`src/hdl/srtf_pkg.sv`:
```
// Shared types and constants for the shortest-remaining-time scheduler.
// Holds the item structs, the job table entry and the sequencer state type.
// No dependencies.
package srtf_pkg;

  localparam int MAX_JOBS = 16;
  localparam int IDX_W    = $clog2(MAX_JOBS);
  localparam int CNT_W    = $clog2(MAX_JOBS + 1);
  localparam int TIME_W   = 16;
  localparam int PC_W     = 5;
  localparam int SUM_W    = 32;

  localparam logic [TIME_W-1:0] TIME_MAX     = '1;
  localparam logic [PC_W-1:0]   PC_RESET     = PC_W'(16);
  localparam logic [PC_W-1:0]   DONE_MAX     = '1;

  localparam logic OP_LOAD = 1'b0;
  localparam logic OP_TICK = 1'b1;

  typedef struct packed {
    logic              operation;
    logic [3:0]        slot;
    logic [TIME_W-1:0] arrival_time;
    logic [TIME_W-1:0] burst_length;
  } in_item_t;

  typedef struct packed {
    logic              ran;
    logic [3:0]        running_slot;
    logic              completed;
    logic [TIME_W-1:0] end_time;
    logic [TIME_W-1:0] wait_time;
    logic [TIME_W-1:0] turnaround_time;
    logic              all_done;
    logic [SUM_W-1:0]  total_wait;
    logic [SUM_W-1:0]  total_turnaround;
  } out_item_t;

  // One job slot as kept in the table memory.
  typedef struct packed {
    logic [TIME_W-1:0] arrival;
    logic [TIME_W-1:0] burst;
    logic [TIME_W-1:0] remaining;
  } entry_t;

  // Registered read response; present is low for a slot never loaded.
  typedef struct packed {
    logic   present;
    entry_t entry;
  } rd_resp_t;

  // Current choice of job during a scan.
  typedef struct packed {
    logic              have;
    logic [TIME_W-1:0] best;
    logic [IDX_W-1:0]  slot;
  } pick_t;

  typedef enum logic [2:0] {
    ST_IDLE,
    ST_SCAN,
    ST_FETCH,
    ST_UPDATE,
    ST_FINISH
  } state_t;

endpackage

```
`src/hdl/srtf_table.sv`:
```
// Job table: one synchronous memory of slot entries with a registered read.
// Per-slot valid bits mark an unloaded slot as not present in the read response.
// Depends on srtf_pkg.
module srtf_table (
  input  logic                          clk,
  input  logic                          rst,
  input  logic                          rd_en,
  input  logic [srtf_pkg::IDX_W-1:0]    rd_addr,
  input  logic                          wr_en,
  input  logic [srtf_pkg::IDX_W-1:0]    wr_addr,
  input  srtf_pkg::entry_t              wr_entry,
  output srtf_pkg::rd_resp_t            rd_resp
);

  srtf_pkg::entry_t                 mem [srtf_pkg::MAX_JOBS];
  logic [srtf_pkg::MAX_JOBS-1:0]    loaded;
  srtf_pkg::entry_t                 rd_entry;
  logic                             rd_present;

  assign rd_resp = {rd_present, rd_entry};

  always_ff @(posedge clk) begin
    if (wr_en) begin
      mem[wr_addr] <= wr_entry;
    end
    if (rd_en) begin
      rd_entry <= mem[rd_addr];
    end
  end

  always_ff @(posedge clk) begin
    if (rst) begin
      loaded     <= '0;
      rd_present <= 1'b0;
    end else begin
      if (wr_en) begin
        loaded[wr_addr] <= 1'b1;
      end
      if (rd_en) begin
        rd_present <= loaded[rd_addr];
      end
    end
  end

endmodule

```
`src/hdl/srtf_pick.sv`:
```
// Running selection of the job with the least remaining time.
// Compares one table read per cycle, while cmp_en is high, against the current choice.
// Depends on srtf_pkg.
module srtf_pick (
  input  logic                              clk,
  input  logic                              init,
  input  srtf_pkg::pick_t                   init_pick,
  input  logic                              cmp_en,
  input  logic [srtf_pkg::IDX_W-1:0]        cmp_slot,
  input  srtf_pkg::rd_resp_t                rd_resp,
  input  logic [srtf_pkg::TIME_W-1:0]       now,
  output srtf_pkg::pick_t                   sel,
  output srtf_pkg::pick_t                   sel_next
);

  logic [srtf_pkg::TIME_W-1:0] rem;
  logic                        better;

  always_comb begin
    rem      = rd_resp.present ? rd_resp.entry.remaining : '0;
    // Only a strictly shorter job displaces the current one, so ties keep
    // the held job or the lower slot.
    better   = cmp_en && (rem != '0) && (rd_resp.entry.arrival <= now) &&
               (!sel.have || (rem < sel.best));
    sel_next = sel;
    if (better) begin
      sel_next.have = 1'b1;
      sel_next.best = rem;
      sel_next.slot = cmp_slot;
    end
  end

  always_ff @(posedge clk) begin
    if (init) begin
      sel <= init_pick;
    end else if (cmp_en) begin
      sel <= sel_next;
    end
  end

endmodule

```
`src/hdl/shortest_remaining_time_scheduler.sv`:
```
// Top level of the preemptive shortest-remaining-time-first scheduler.
// Holds the sequencer, run state and output register; uses srtf_table,
// srtf_pick and srtf_pkg.
//
//   Channel   Handshake              Payload
//   -------   --------------------   -----------------------------------
//   in        in_valid / in_ready    in_data  (srtf_pkg::in_item_t)
//   out       out_valid / out_ready  out_data (srtf_pkg::out_item_t)
//   cfg       cfg_valid / cfg_ready  cfg_data (process_count, 5 bits)
//
// A tick scans the first limit slots, where limit is the smaller of
// process_count and the table depth; the scan reads one table entry per
// cycle through the single read port, then the chosen job's entry is
// fetched and updated and its result goes to the output register. A load,
// or a tick after the run has finished, goes straight to the finish step.
// No new input is taken until the sequencer is back in its idle step.
// Reset is synchronous; it clears the run state, the table's valid bits and
// sets process_count to 16. The next input is taken while a result waits in
// the output register; a stalled result holds the sequencer in its last step.
module shortest_remaining_time_scheduler (
  input  logic                          clk,
  input  logic                          rst,
  input  logic                          in_valid,
  output logic                          in_ready,
  input  srtf_pkg::in_item_t            in_data,
  output logic                          out_valid,
  input  logic                          out_ready,
  output srtf_pkg::out_item_t           out_data,
  input  logic                          cfg_valid,
  output logic                          cfg_ready,
  input  logic [srtf_pkg::PC_W-1:0]     cfg_data
);

  localparam int IW = srtf_pkg::IDX_W;
  localparam int TW = srtf_pkg::TIME_W;
  localparam int SW = srtf_pkg::SUM_W;

  srtf_pkg::state_t state, state_next;

  // Run state.
  logic [srtf_pkg::PC_W-1:0] process_count;
  logic [TW-1:0]             current_time;
  logic                      held_valid;
  logic [IW-1:0]             held_slot;
  logic [TW-1:0]             held_remaining;
  logic [srtf_pkg::PC_W-1:0] done_count;
  logic [SW-1:0]             wait_sum;
  logic [SW-1:0]             turnaround_sum;

  // Scan bookkeeping.
  logic [IW-1:0]             scan_idx;
  logic [IW-1:0]             scan_last;
  logic                      cmp_en;
  logic [IW-1:0]             cmp_slot;

  // Result of the current item, collected before the output register.
  logic                      res_ran;
  logic [IW-1:0]             res_slot;
  logic                      res_comp;
  logic [TW-1:0]             res_fin;
  logic [TW-1:0]             res_wait;
  logic [TW-1:0]             res_turn;

  // Sequencer controls.
  logic                      accept;
  logic                      rd_en;
  logic [IW-1:0]             rd_addr;
  logic                      wr_en;
  logic [IW-1:0]             wr_addr;
  srtf_pkg::entry_t          wr_entry;
  logic                      out_free;

  srtf_pkg::rd_resp_t        rd_resp;
  srtf_pkg::pick_t           init_pick;
  srtf_pkg::pick_t           sel;
  srtf_pkg::pick_t           sel_next;

  // Datapath helpers.
  logic                      load_ok;
  logic                      run_over;
  logic [srtf_pkg::CNT_W-1:0] limit;
  logic [TW-1:0]             pick_rem;
  logic                      pick_run;
  logic [TW-1:0]             time_inc;
  logic [TW:0]               need;
  logic [TW:0]               wait_full;
  logic [TW:0]               turn_full;
  logic [SW:0]               wait_add;
  logic [SW:0]               turn_add;
  logic [SW-1:0]             wait_sum_next;
  logic [SW-1:0]             turn_sum_next;

  assign in_ready  = (state == srtf_pkg::ST_IDLE);
  assign cfg_ready = 1'b1;
  assign accept    = in_valid && in_ready;
  assign out_free  = !out_valid || out_ready;

  srtf_table u_table (
    .clk      (clk),
    .rst      (rst),
    .rd_en    (rd_en),
    .rd_addr  (rd_addr),
    .wr_en    (wr_en),
    .wr_addr  (wr_addr),
    .wr_entry (wr_entry),
    .rd_resp  (rd_resp)
  );

  srtf_pick u_pick (
    .clk       (clk),
    .init      (accept),
    .init_pick (init_pick),
    .cmp_en    (cmp_en),
    .cmp_slot  (cmp_slot),
    .rd_resp   (rd_resp),
    .now       (current_time),
    .sel       (sel),
    .sel_next  (sel_next)
  );

  always_comb begin
    load_ok  = 32'(in_data.slot) < 32'(srtf_pkg::MAX_JOBS);
    run_over = 32'(done_count) >= 32'(process_count);
    if (32'(process_count) < 32'(srtf_pkg::MAX_JOBS)) begin
      limit = srtf_pkg::CNT_W'(process_count);
    end else begin
      limit = srtf_pkg::CNT_W'(srtf_pkg::MAX_JOBS);
    end

    // The scan starts from the held job, which keeps the processor on ties.
    init_pick.have = held_valid;
    init_pick.best = held_remaining;
    init_pick.slot = held_valid ? held_slot : '0;

    // In the update step the read response is the chosen job's entry.
    pick_rem  = rd_resp.present ? rd_resp.entry.remaining : '0;
    pick_run  = sel.have && (pick_rem != '0);
    time_inc  = (current_time == srtf_pkg::TIME_MAX) ? current_time
                                                     : current_time + 1'b1;
    need      = {1'b0, rd_resp.entry.arrival} + {1'b0, rd_resp.entry.burst};
    wait_full = ({1'b0, time_inc} >= need) ? {1'b0, time_inc} - need : '0;
    turn_full = (time_inc >= rd_resp.entry.arrival) ?
                {1'b0, time_inc - rd_resp.entry.arrival} : '0;

    // Saturating totals, applied when the result is registered.
    wait_add      = {1'b0, wait_sum} + (SW + 1)'(res_wait);
    turn_add      = {1'b0, turnaround_sum} + (SW + 1)'(res_turn);
    wait_sum_next = wait_add[SW] ? '1 : wait_add[SW-1:0];
    turn_sum_next = turn_add[SW] ? '1 : turn_add[SW-1:0];
    if (!res_comp) begin
      wait_sum_next = wait_sum;
      turn_sum_next = turnaround_sum;
    end
  end

  // Sequencer: next state and memory port controls.
  always_comb begin
    state_next        = state;
    rd_en             = 1'b0;
    rd_addr           = scan_idx;
    wr_en             = 1'b0;
    wr_addr           = IW'(in_data.slot);
    wr_entry.arrival  = in_data.arrival_time;
    wr_entry.burst    = in_data.burst_length;
    wr_entry.remaining = in_data.burst_length;
    case (state)
      srtf_pkg::ST_IDLE: begin
        if (accept) begin
          if (in_data.operation == srtf_pkg::OP_LOAD) begin
            wr_en      = load_ok;
            state_next = srtf_pkg::ST_FINISH;
          end else if (run_over) begin
            state_next = srtf_pkg::ST_FINISH;
          end else begin
            state_next = srtf_pkg::ST_SCAN;
          end
        end
      end
      srtf_pkg::ST_SCAN: begin
        rd_en = 1'b1;
        if (scan_idx == scan_last) begin
          state_next = srtf_pkg::ST_FETCH;
        end
      end
      srtf_pkg::ST_FETCH: begin
        // The last scanned entry is folded in on the way to the address.
        rd_en      = 1'b1;
        rd_addr    = sel_next.slot;
        state_next = srtf_pkg::ST_UPDATE;
      end
      srtf_pkg::ST_UPDATE: begin
        wr_en              = pick_run;
        wr_addr            = sel.slot;
        wr_entry.arrival   = rd_resp.entry.arrival;
        wr_entry.burst     = rd_resp.entry.burst;
        wr_entry.remaining = pick_rem - 1'b1;
        state_next         = srtf_pkg::ST_FINISH;
      end
      srtf_pkg::ST_FINISH: begin
        if (out_free) begin
          state_next = srtf_pkg::ST_IDLE;
        end
      end
      default: begin
        state_next = srtf_pkg::ST_IDLE;
      end
    endcase
  end

  always_ff @(posedge clk) begin
    if (rst) begin
      state <= srtf_pkg::ST_IDLE;
    end else begin
      state <= state_next;
    end
  end

  always_ff @(posedge clk) begin
    if (rst) begin
      process_count <= srtf_pkg::PC_RESET;
    end else if (cfg_valid && cfg_ready) begin
      process_count <= cfg_data;
    end
  end

  // Scan counter and compare pipeline; payload only, no reset needed.
  always_ff @(posedge clk) begin
    if (accept) begin
      scan_idx  <= '0;
      scan_last <= IW'(limit - 1'b1);
    end else if (state == srtf_pkg::ST_SCAN && scan_idx != scan_last) begin
      scan_idx <= scan_idx + 1'b1;
    end
    cmp_slot <= scan_idx;
  end

  // Run state and the per-item result.
  always_ff @(posedge clk) begin
    if (rst) begin
      cmp_en         <= 1'b0;
      current_time   <= '0;
      held_valid     <= 1'b0;
      held_slot      <= '0;
      held_remaining <= '0;
      done_count     <= '0;
      wait_sum       <= '0;
      turnaround_sum <= '0;
      res_ran        <= 1'b0;
      res_comp       <= 1'b0;
    end else begin
      cmp_en <= (state == srtf_pkg::ST_SCAN);
      if (accept) begin
        res_ran  <= 1'b0;
        res_comp <= 1'b0;
        res_slot <= '0;
        res_fin  <= '0;
        res_wait <= '0;
        res_turn <= '0;
        if (in_data.operation == srtf_pkg::OP_LOAD && load_ok) begin
          current_time   <= '0;
          done_count     <= '0;
          wait_sum       <= '0;
          turnaround_sum <= '0;
          held_valid     <= 1'b0;
          held_slot      <= '0;
          held_remaining <= '0;
        end
      end
      if (state == srtf_pkg::ST_UPDATE) begin
        current_time <= time_inc;
        if (!pick_run) begin
          held_valid <= 1'b0;
        end else begin
          res_ran  <= 1'b1;
          res_slot <= sel.slot;
          if (pick_rem == TW'(1)) begin
            res_comp       <= 1'b1;
            res_fin        <= time_inc;
            res_wait       <= wait_full[TW-1:0];
            res_turn       <= turn_full[TW-1:0];
            held_valid     <= 1'b0;
            held_slot      <= '0;
            held_remaining <= '0;
            if (done_count != srtf_pkg::DONE_MAX) begin
              done_count <= done_count + 1'b1;
            end
          end else begin
            held_valid     <= 1'b1;
            held_slot      <= sel.slot;
            held_remaining <= pick_rem - 1'b1;
          end
        end
      end
      if (state == srtf_pkg::ST_FINISH && out_free) begin
        wait_sum       <= wait_sum_next;
        turnaround_sum <= turn_sum_next;
      end
    end
  end

  // Output register: a finished result waits here for its transfer.
  always_ff @(posedge clk) begin
    if (rst) begin
      out_valid <= 1'b0;
    end else if (state == srtf_pkg::ST_FINISH && out_free) begin
      out_valid <= 1'b1;
    end else if (out_ready) begin
      out_valid <= 1'b0;
    end
  end

  always_ff @(posedge clk) begin
    if (state == srtf_pkg::ST_FINISH && out_free) begin
      out_data.ran              <= res_ran;
      out_data.running_slot     <= 4'(res_slot);
      out_data.completed        <= res_comp;
      out_data.end_time         <= res_fin;
      out_data.wait_time        <= res_wait;
      out_data.turnaround_time  <= res_turn;
      out_data.all_done         <= run_over;
      out_data.total_wait       <= wait_sum_next;
      out_data.total_turnaround <= turn_sum_next;
    end
  end

  // An accepted item always leaves the sequencer busy in the cycle after it.
  a_busy_after_accept: assert property (@(posedge clk) disable iff (rst)
    accept |=> !in_ready)
    else $error("sequencer took a second item without processing the first");

  // The table is written only by a load or by the update step.
  a_write_steps: assert property (@(posedge clk) disable iff (rst)
    wr_en |-> (state == srtf_pkg::ST_IDLE || state == srtf_pkg::ST_UPDATE))
    else $error("table written outside a load or update step");

  // A completion is always a tick that ran a job, and waiting never exceeds
  // turnaround.
  a_completion_sane: assert property (@(posedge clk) disable iff (rst)
    (out_valid && out_data.completed) |->
      (out_data.ran && out_data.turnaround_time >= out_data.wait_time))
    else $error("completion result inconsistent");

  // A result is produced only after the finish step.
  a_result_source: assert property (@(posedge clk) disable iff (rst)
    $rose(out_valid) |-> $past(state) == srtf_pkg::ST_FINISH)
    else $error("result appeared without a finish step");

endmodule

```
`config.mk`:
```
export PLATFORM = sky130hd
export DESIGN_NAME = shortest_remaining_time_scheduler
export DESIGN_NICKNAME = d
export VERILOG_FILES = /design/src/hdl/srtf_pkg.sv /design/src/hdl/srtf_table.sv /design/src/hdl/srtf_pick.sv /design/src/hdl/shortest_remaining_time_scheduler.sv
export SDC_FILE = /design/constraint.sdc
export NUM_CORES = 2
export LEC_CHECK = 0
export ABC_AREA = 1
export BUFFER_PORTS_ARGS = -buffer_cell sky130_fd_sc_hd__buf_4
export CAP_MARGIN = 20
export CORE_MARGIN = 1.5
export CORE_UTILIZATION = 50
export CTS_CLUSTER_DIAMETER = 50
export CTS_CLUSTER_SIZE = 12
export DETAILED_ROUTE_END_ITERATION = 8
export HOLD_SLACK_MARGIN = 0.1
export PLACE_DENSITY = 0.65
export SYNTH_ARGS = -nofsm -noshare
export SYNTH_HDL_FRONTEND = slang
export SYNTH_SLANG_ARGS = --single-unit
```
`constraint.sdc`:
```
create_clock -name clk -period 11 [get_ports clk]
set_input_delay 2.2 -clock clk [delete_from_list [all_inputs] [get_ports clk]]
set_output_delay 2.2 -clock clk [all_outputs]
set_load 0.01 [all_outputs]
```
Yosys cells after proc, flatten, opt, wreduce, memory -nomap -nowiden --
Memories as Yosys holds them, arrays and structs flattened. A register that Yosys moved wholly into a read port is not among the register bits. Index checks and enable logic that the tools add are counted.
Word-level totals: bits in registers 339, memories kept 1, word-level logic and storage cells 177, bits of input ports 47, memory bits (writable) 768, output and inout port bits 122
Memory list:
- u_table.mem | depth 16, bits a word 48, read ports 1, clocked after Yosys merged registers in 1, write ports 1, line srtf_table.sv:15 | srtf_pkg::entry_t mem [srtf_pkg::MAX_JOBS];
Operators by class: reductions and logical operators 24, bitwise operators 1, add/sub/neg operators 10, $lt $le $gt $ge 9, multiplexer cells 84, equality and inequality tests 14
Operators with widths (count):
- $mux 16 | 24
- $mux 32 | 8
- $add 32x16->33 | 2
- $mux 21 | 3
- $mux 4 | 12
- $mux 48 | 1
- $sub 16x16->16 | 2
- $mux 5 | 6
- $mux 1 | 21
- $add 16x16->17 | 1
- $ge 16x17->1 | 1
- $add 16x1->16 const B | 1
- $eq 16x1->1 const B | 1
- $eq 16x16->1 const B | 1
- $ge 16x16->1 | 1
- $le 16x16->1 | 1
- $lt 16x16->1 | 1
- $or 16x16->16 | 1
- $reduce_bool 16->1 | 1
- $sub 16x1->16 const B | 1
- $mux 3 | 5
- $pmux 3 s5 | 1
- $lt 4x5->1 const B | 2
- $reduce_bool 2->1 | 5
- 24 further kinds | 39

Logic depth before layout (Yosys ltp) --
word-level depth 9, depth in mapped cells 27, depth with buffers taken out 25

By module --
Synthesis repeated with hierarchy kept, for this count alone.
Second synthesis, totals: cell total of the unflattened synthesis 5102, area, all modules 53149.7 um2
By module, submodules not included:
- srtf_table | cells each 2372, area an instance 32347.3 um2, sequential area each 24843.8 um2, instances 1
- shortest_remaining_time_scheduler | cells each 2384, area an instance 18398.9 um2, sequential area each 7777.5 um2, instances 1
- srtf_pick | cells each 346, area an instance 2403.6 um2, sequential area each 630.6 um2, instances 1

Worst setup path before layout --
OpenSTA, ideal clock, no wires.
kind input port to flip-flop, from in out_ready, to reg out_data[0] (netlist name), enable pin, data required time 10469 ps, library setup time 531 ps, buffers on the path 1, cell stages on the path 5, setup slack 4585 ps, arrival 5885 ps, cells stage by stage nor2_1 inv_1 nand3_1 inv_1 clkbuf_1
Between the ends: cells in the longest elaborated chain, start to end 2
RTL lines:
- start, declared | line shortest_remaining_time_scheduler.sv:27 | input logic out_ready,
- $logic_or 1x1->1 | line shortest_remaining_time_scheduler.sv:96 | assign out_free = !out_valid || out_ready;
- $logic_and 1x1->1 | line shortest_remaining_time_scheduler.sv:313 | if (state == srtf_pkg::ST_FINISH && out_free) begin
- end, declared | line shortest_remaining_time_scheduler.sv:28 | output srtf_pkg::out_item_t out_data,
No other way between the ends. A chain may end at the register's enable or synchronous reset.

Worst setup path after layout --
from reg u_table.rd_present, to reg, netlist name u_table.rd_resp[45]
Between the ends: cells in the longest elaborated chain, start to end 7, elaborated cells between the ends (all ways) 9, those cells by class order compare: 1; mux: 3; reduce/logical: 5
RTL lines:
- start, declared | line srtf_table.sv:18 | logic rd_present;
- start signal, assigned | line srtf_table.sv:40 | rd_present <= loaded[rd_addr];
- $mux 16 * | line srtf_pick.sv:20 | rem = rd_resp.present ? rd_resp.entry.remaining : '0;
- branches (longest 3 deep; another with $lt 16x16->1)
- $logic_and 1x1->1 * | line srtf_pick.sv:23 | better = cmp_en && (rem != '0) && (rd_resp.entry.arrival <= now) &&
- $mux 21 * | line srtf_pick.sv:26 | if (better) begin
- $mux 4 * | line shortest_remaining_time_scheduler.sv:166 | case (state)
Mark *: on every way between the ends. The select of a mux whose other input is x is not followed.

==> metrics.yaml <==
track_usage_pct: 24.9
grt_pass1_vias: 33700
timing.setup.tns_ns: 0
mappedNetlistArea_mm2: 0.0514
coreArea_mm2: 0.102
hold_class: "reg -> reg"
htreeDepth: 3
cts_root_buffer: "clkbuf_16"
synthArstFlopShare_pct: 0
detail-route-antenna-nets: 0
die_h_um: 324
fmax_mhz: 186
dpl_worst_slack_ns: 4.95
p_leak_nw: 21.0
dpl.hpwl_um: 78400
clock-sinks: 1155
fin_skew_ns: 0.0408
syn_area_per_cell_um2: 10.9
grt_pass1_wl_um: 200000
setup_viol: 0
status: "complete, no violations"
seq_area_frac_synth_pct: 64.7
num-fill-cells: 8581
slew_headroom_pct: 23.2
die_w_um: 324
antenna_found_initial: 6
drtPass1Iterations: 5
viasPerCell: 5.68
synth_edf_count: 1012
max_slew.worst_pin.slew_ns: 1.14
drv_slew: 0
design_area_mm2: 0.0578
postCtsHoldBufs: 0
finalNonFillerCells: 6282
grt_overflow_total: 0
cap_violations: 0
wl_um: 132000
synth_cells: 4698
dp_cells: 6082
switching_share_pct: 31.7
min_period_over_period_pct: 48.8
insertion_delay_ns: 0.73
synth_nets: 4874
p_int_mw: 8.05
drive_gt1_share_pct: 9.79
combPwrFrac_pct: 23.1
start_kind: "flop"
cp-end-kind: "flop"
cp.arrival_ns: 5.84
drt_iter0_markers: 3533
clkPwrFrac_pct: 33.2
rows: 117
worstSetupPathType: "reg -> reg"
die_area_mm2: 0.105
sequentialPowerShare_pct: 43.7
cts_buffers: 121
cp_data_required_time_ns: 11.47
cts_resized: 0
cp_max_fo: 131
synth_ff_type: "edfxtp_1"
gp_congestion: 0.947
final_util_pct: 56.8
ir_drop_mv: 0.160
power.density_mw_per_mm2: 204
power.net_switching_mw: 3.73
ctsLongestPathBuffers: 3
rsz0062_at_grt: "no"
portBuffers: 167
drc_errors: 0
nets: 5015
vias: 35700
dpl-instance-area_mm2: 0.0541
routedWlPerCell_um: 21.0
post-cts-setup-buffers: 0
io_pins: 169
syn2layout_area_growth_pct: 12.5
layout_setup_ws_ns: 5.63
tritoncts: "yes"
ys_warn_count: 0
finalCriticalPeriod_ns: 5.37
yosysUniqueCellTypes: 57
total_power_mw: 11.8
ys_seq_elements: 1155
start_util_pct: 50.5
grt_max_degree: 197
finalHoldViolCount: 0
cts.clk_slew.worst_paths_ns: 0.06
holdWs_ns: 0.435
==> placed cells by master (no fill, tap or decap), drive strengths merged, types with 8 or more instances in the layout <==
| master | Yosys | layout |
|---|---|---|
| nor4 | 14 | 14 |
| dfxtp | 143 | 143 |
| o211ai | 289 | 289 |
| inv | 420 | 435 |
| o22a | 8 | 8 |
| nand3 | 219 | 219 |
| buf | 151 | 253 |
| clkbuf | 84 | 164 |
| edfxtp | 1012 | 1012 |
| ha | 124 | 124 |
| o21ai | 540 | 540 |
| nor2 | 463 | 463 |
| xor2 | 64 | 64 |
| o31ai | 13 | 13 |
| o22ai | 19 | 19 |
| xnor2 | 27 | 27 |
| nand2 | 742 | 742 |
| nand4 | 32 | 32 |
| nor3 | 41 | 41 |
| o21bai | 14 | 14 |
| clkinv | 2 | 16 |
| a21oi | 221 | 221 |
| a31oi | 8 | 8 |
==> path summary, 6_finish.rpt <==
path / from / end / slack [ns] / cells past startpoint
setup / recovery: u_table.rd_present$_SDFFE_PP0P_ / u_table.rd_resp[45]$_DFFE_PP_ / 5.63 / 20
hold / removal: res_ran$_SDFF_PP0_ / out_data[118]$_DFFE_PP_ / 0.43 / 0
setup reg to reg: u_table.rd_present$_SDFFE_PP0P_ / u_table.rd_resp[45]$_DFFE_PP_ / 5.63 / 20
hold reg to reg: res_ran$_SDFF_PP0_ / out_data[118]$_DFFE_PP_ / 0.43 / 0
==> critical path: stages (launching register included) <==
cell	delay [ns]
dfxtp_1	0.70
nand2_1	0.28
inv_1	0.19
ha_1	0.26
a21oi_1	0.15
o21a_1	0.12
nand2_1	0.05
nand2_1	0.05
nand2_1	0.09
nand2_2	0.14
nand2_4	0.10
nand2_2	0.10
nand3_4	0.11
nand2_8	0.64
buf_4	0.66
buf_4	0.71
nand2_1	0.11
o211ai_1	0.12
o211ai_1	0.11
nand3_1	0.20
nand2_1	0.07
==> power groups by stage <==
stage	Sequential, mW	Clock [mW]	Combinational (mW)
5_1_grt	5.15	4.12	3.02
3_5_place_dp	5.23	0	2.70
2_1_floorplan	5.17	0	1.98
4_1_cts	5.14	3.97	2.71
3_3_place_gp	5.23	0	2.66
6_report	5.14	3.91	2.72
==> cell usage after synthesis, drive strengths merged (13+ instances only) <==
| master | instances | share of area, % |
|---|---|---|
| ha | 124 | 3.0 |
| edfxtp | 1012 | 59 |
| o21bai | 14 | 0.20 |
| nor3 | 41 | 0.43 |
| a21oi | 221 | 2.2 |
| o22ai | 19 | 0.23 |
| nand3 | 219 | 2.2 |
| clkbuf | 84 | 0.62 |
| o31ai | 13 | 0.19 |
| nand4 | 32 | 0.39 |
| o21ai | 540 | 5.3 |
| o211ai | 289 | 4.2 |
| nor2 | 463 | 3.4 |
| buf | 151 | 1.7 |
| xnor2 | 27 | 0.46 |
| nor4 | 14 | 0.17 |
| inv | 420 | 3.1 |
| xor2 | 64 | 1.1 |
| nand2 | 742 | 5.5 |
| dfxtp | 143 | 5.6 |
==> area by class of cell <==
cell class	instances	area, µm²	share of cell area (%)
sequential	1155	33300	57.5
multi-input combinational	2886	15600	27.0
clock buffer	164	3420	5.91
timing repair buffer	253	1940	3.35
tap	1368	1710	2.96
inverter	422	1590	2.75
clock inverter	33	339	0.586
antenna	1	2.50	0.00433
==> flip-flops by register name, indices dropped and copies added (netlist names), 3 cells and up <==
| register | cells |
|---|---|
| scan_idx | 4 |
| held_remaining | 16 |
| current_time | 16 |
| wait_sum | 32 |
| done_count | 5 |
| res_fin | 16 |
| u_table.mem | 768 |
| res_slot | 4 |
| cmp_slot | 4 |
| res_wait | 16 |
| res_turn | 16 |
| state | 3 |
| scan_last | 4 |
| turnaround_sum | 32 |
| u_table.loaded | 16 |
| u_pick.sel | 21 |
| held_slot | 4 |
| u_table.rd_resp | 48 |
| process_count | 5 |
| out_data | 119 |
==> per-layer routing <==
| metal | track usage [%] | part of all wire, % |
|---|---|---|
| met1 | 35.1 | 43 |
| met2 | 40.1 | 47 |
| met3 | 3.49 | 7.7 |
| met4 | 7.79 | 2.6 |
| met5 | 0 | 0.017 |
==> cells by family (layout without fill, tap and decap cells) <==
family	after synthesis	after routing	synth area share (%)
AND/OR/NAND/NOR	1527	1527	12.2
flip-flops	1155	1155	64.7
AO/OA/AOI/OAI	1137	1137	12.9
buffers and inverters	657	872	5.41
adder cells (fa/ha/maj)	129	129	3.21
XOR/XNOR	91	91	1.55
other	1	2	0.00729
multiplexers	1	1	0.0195
(Power assumes the default switching activity.)
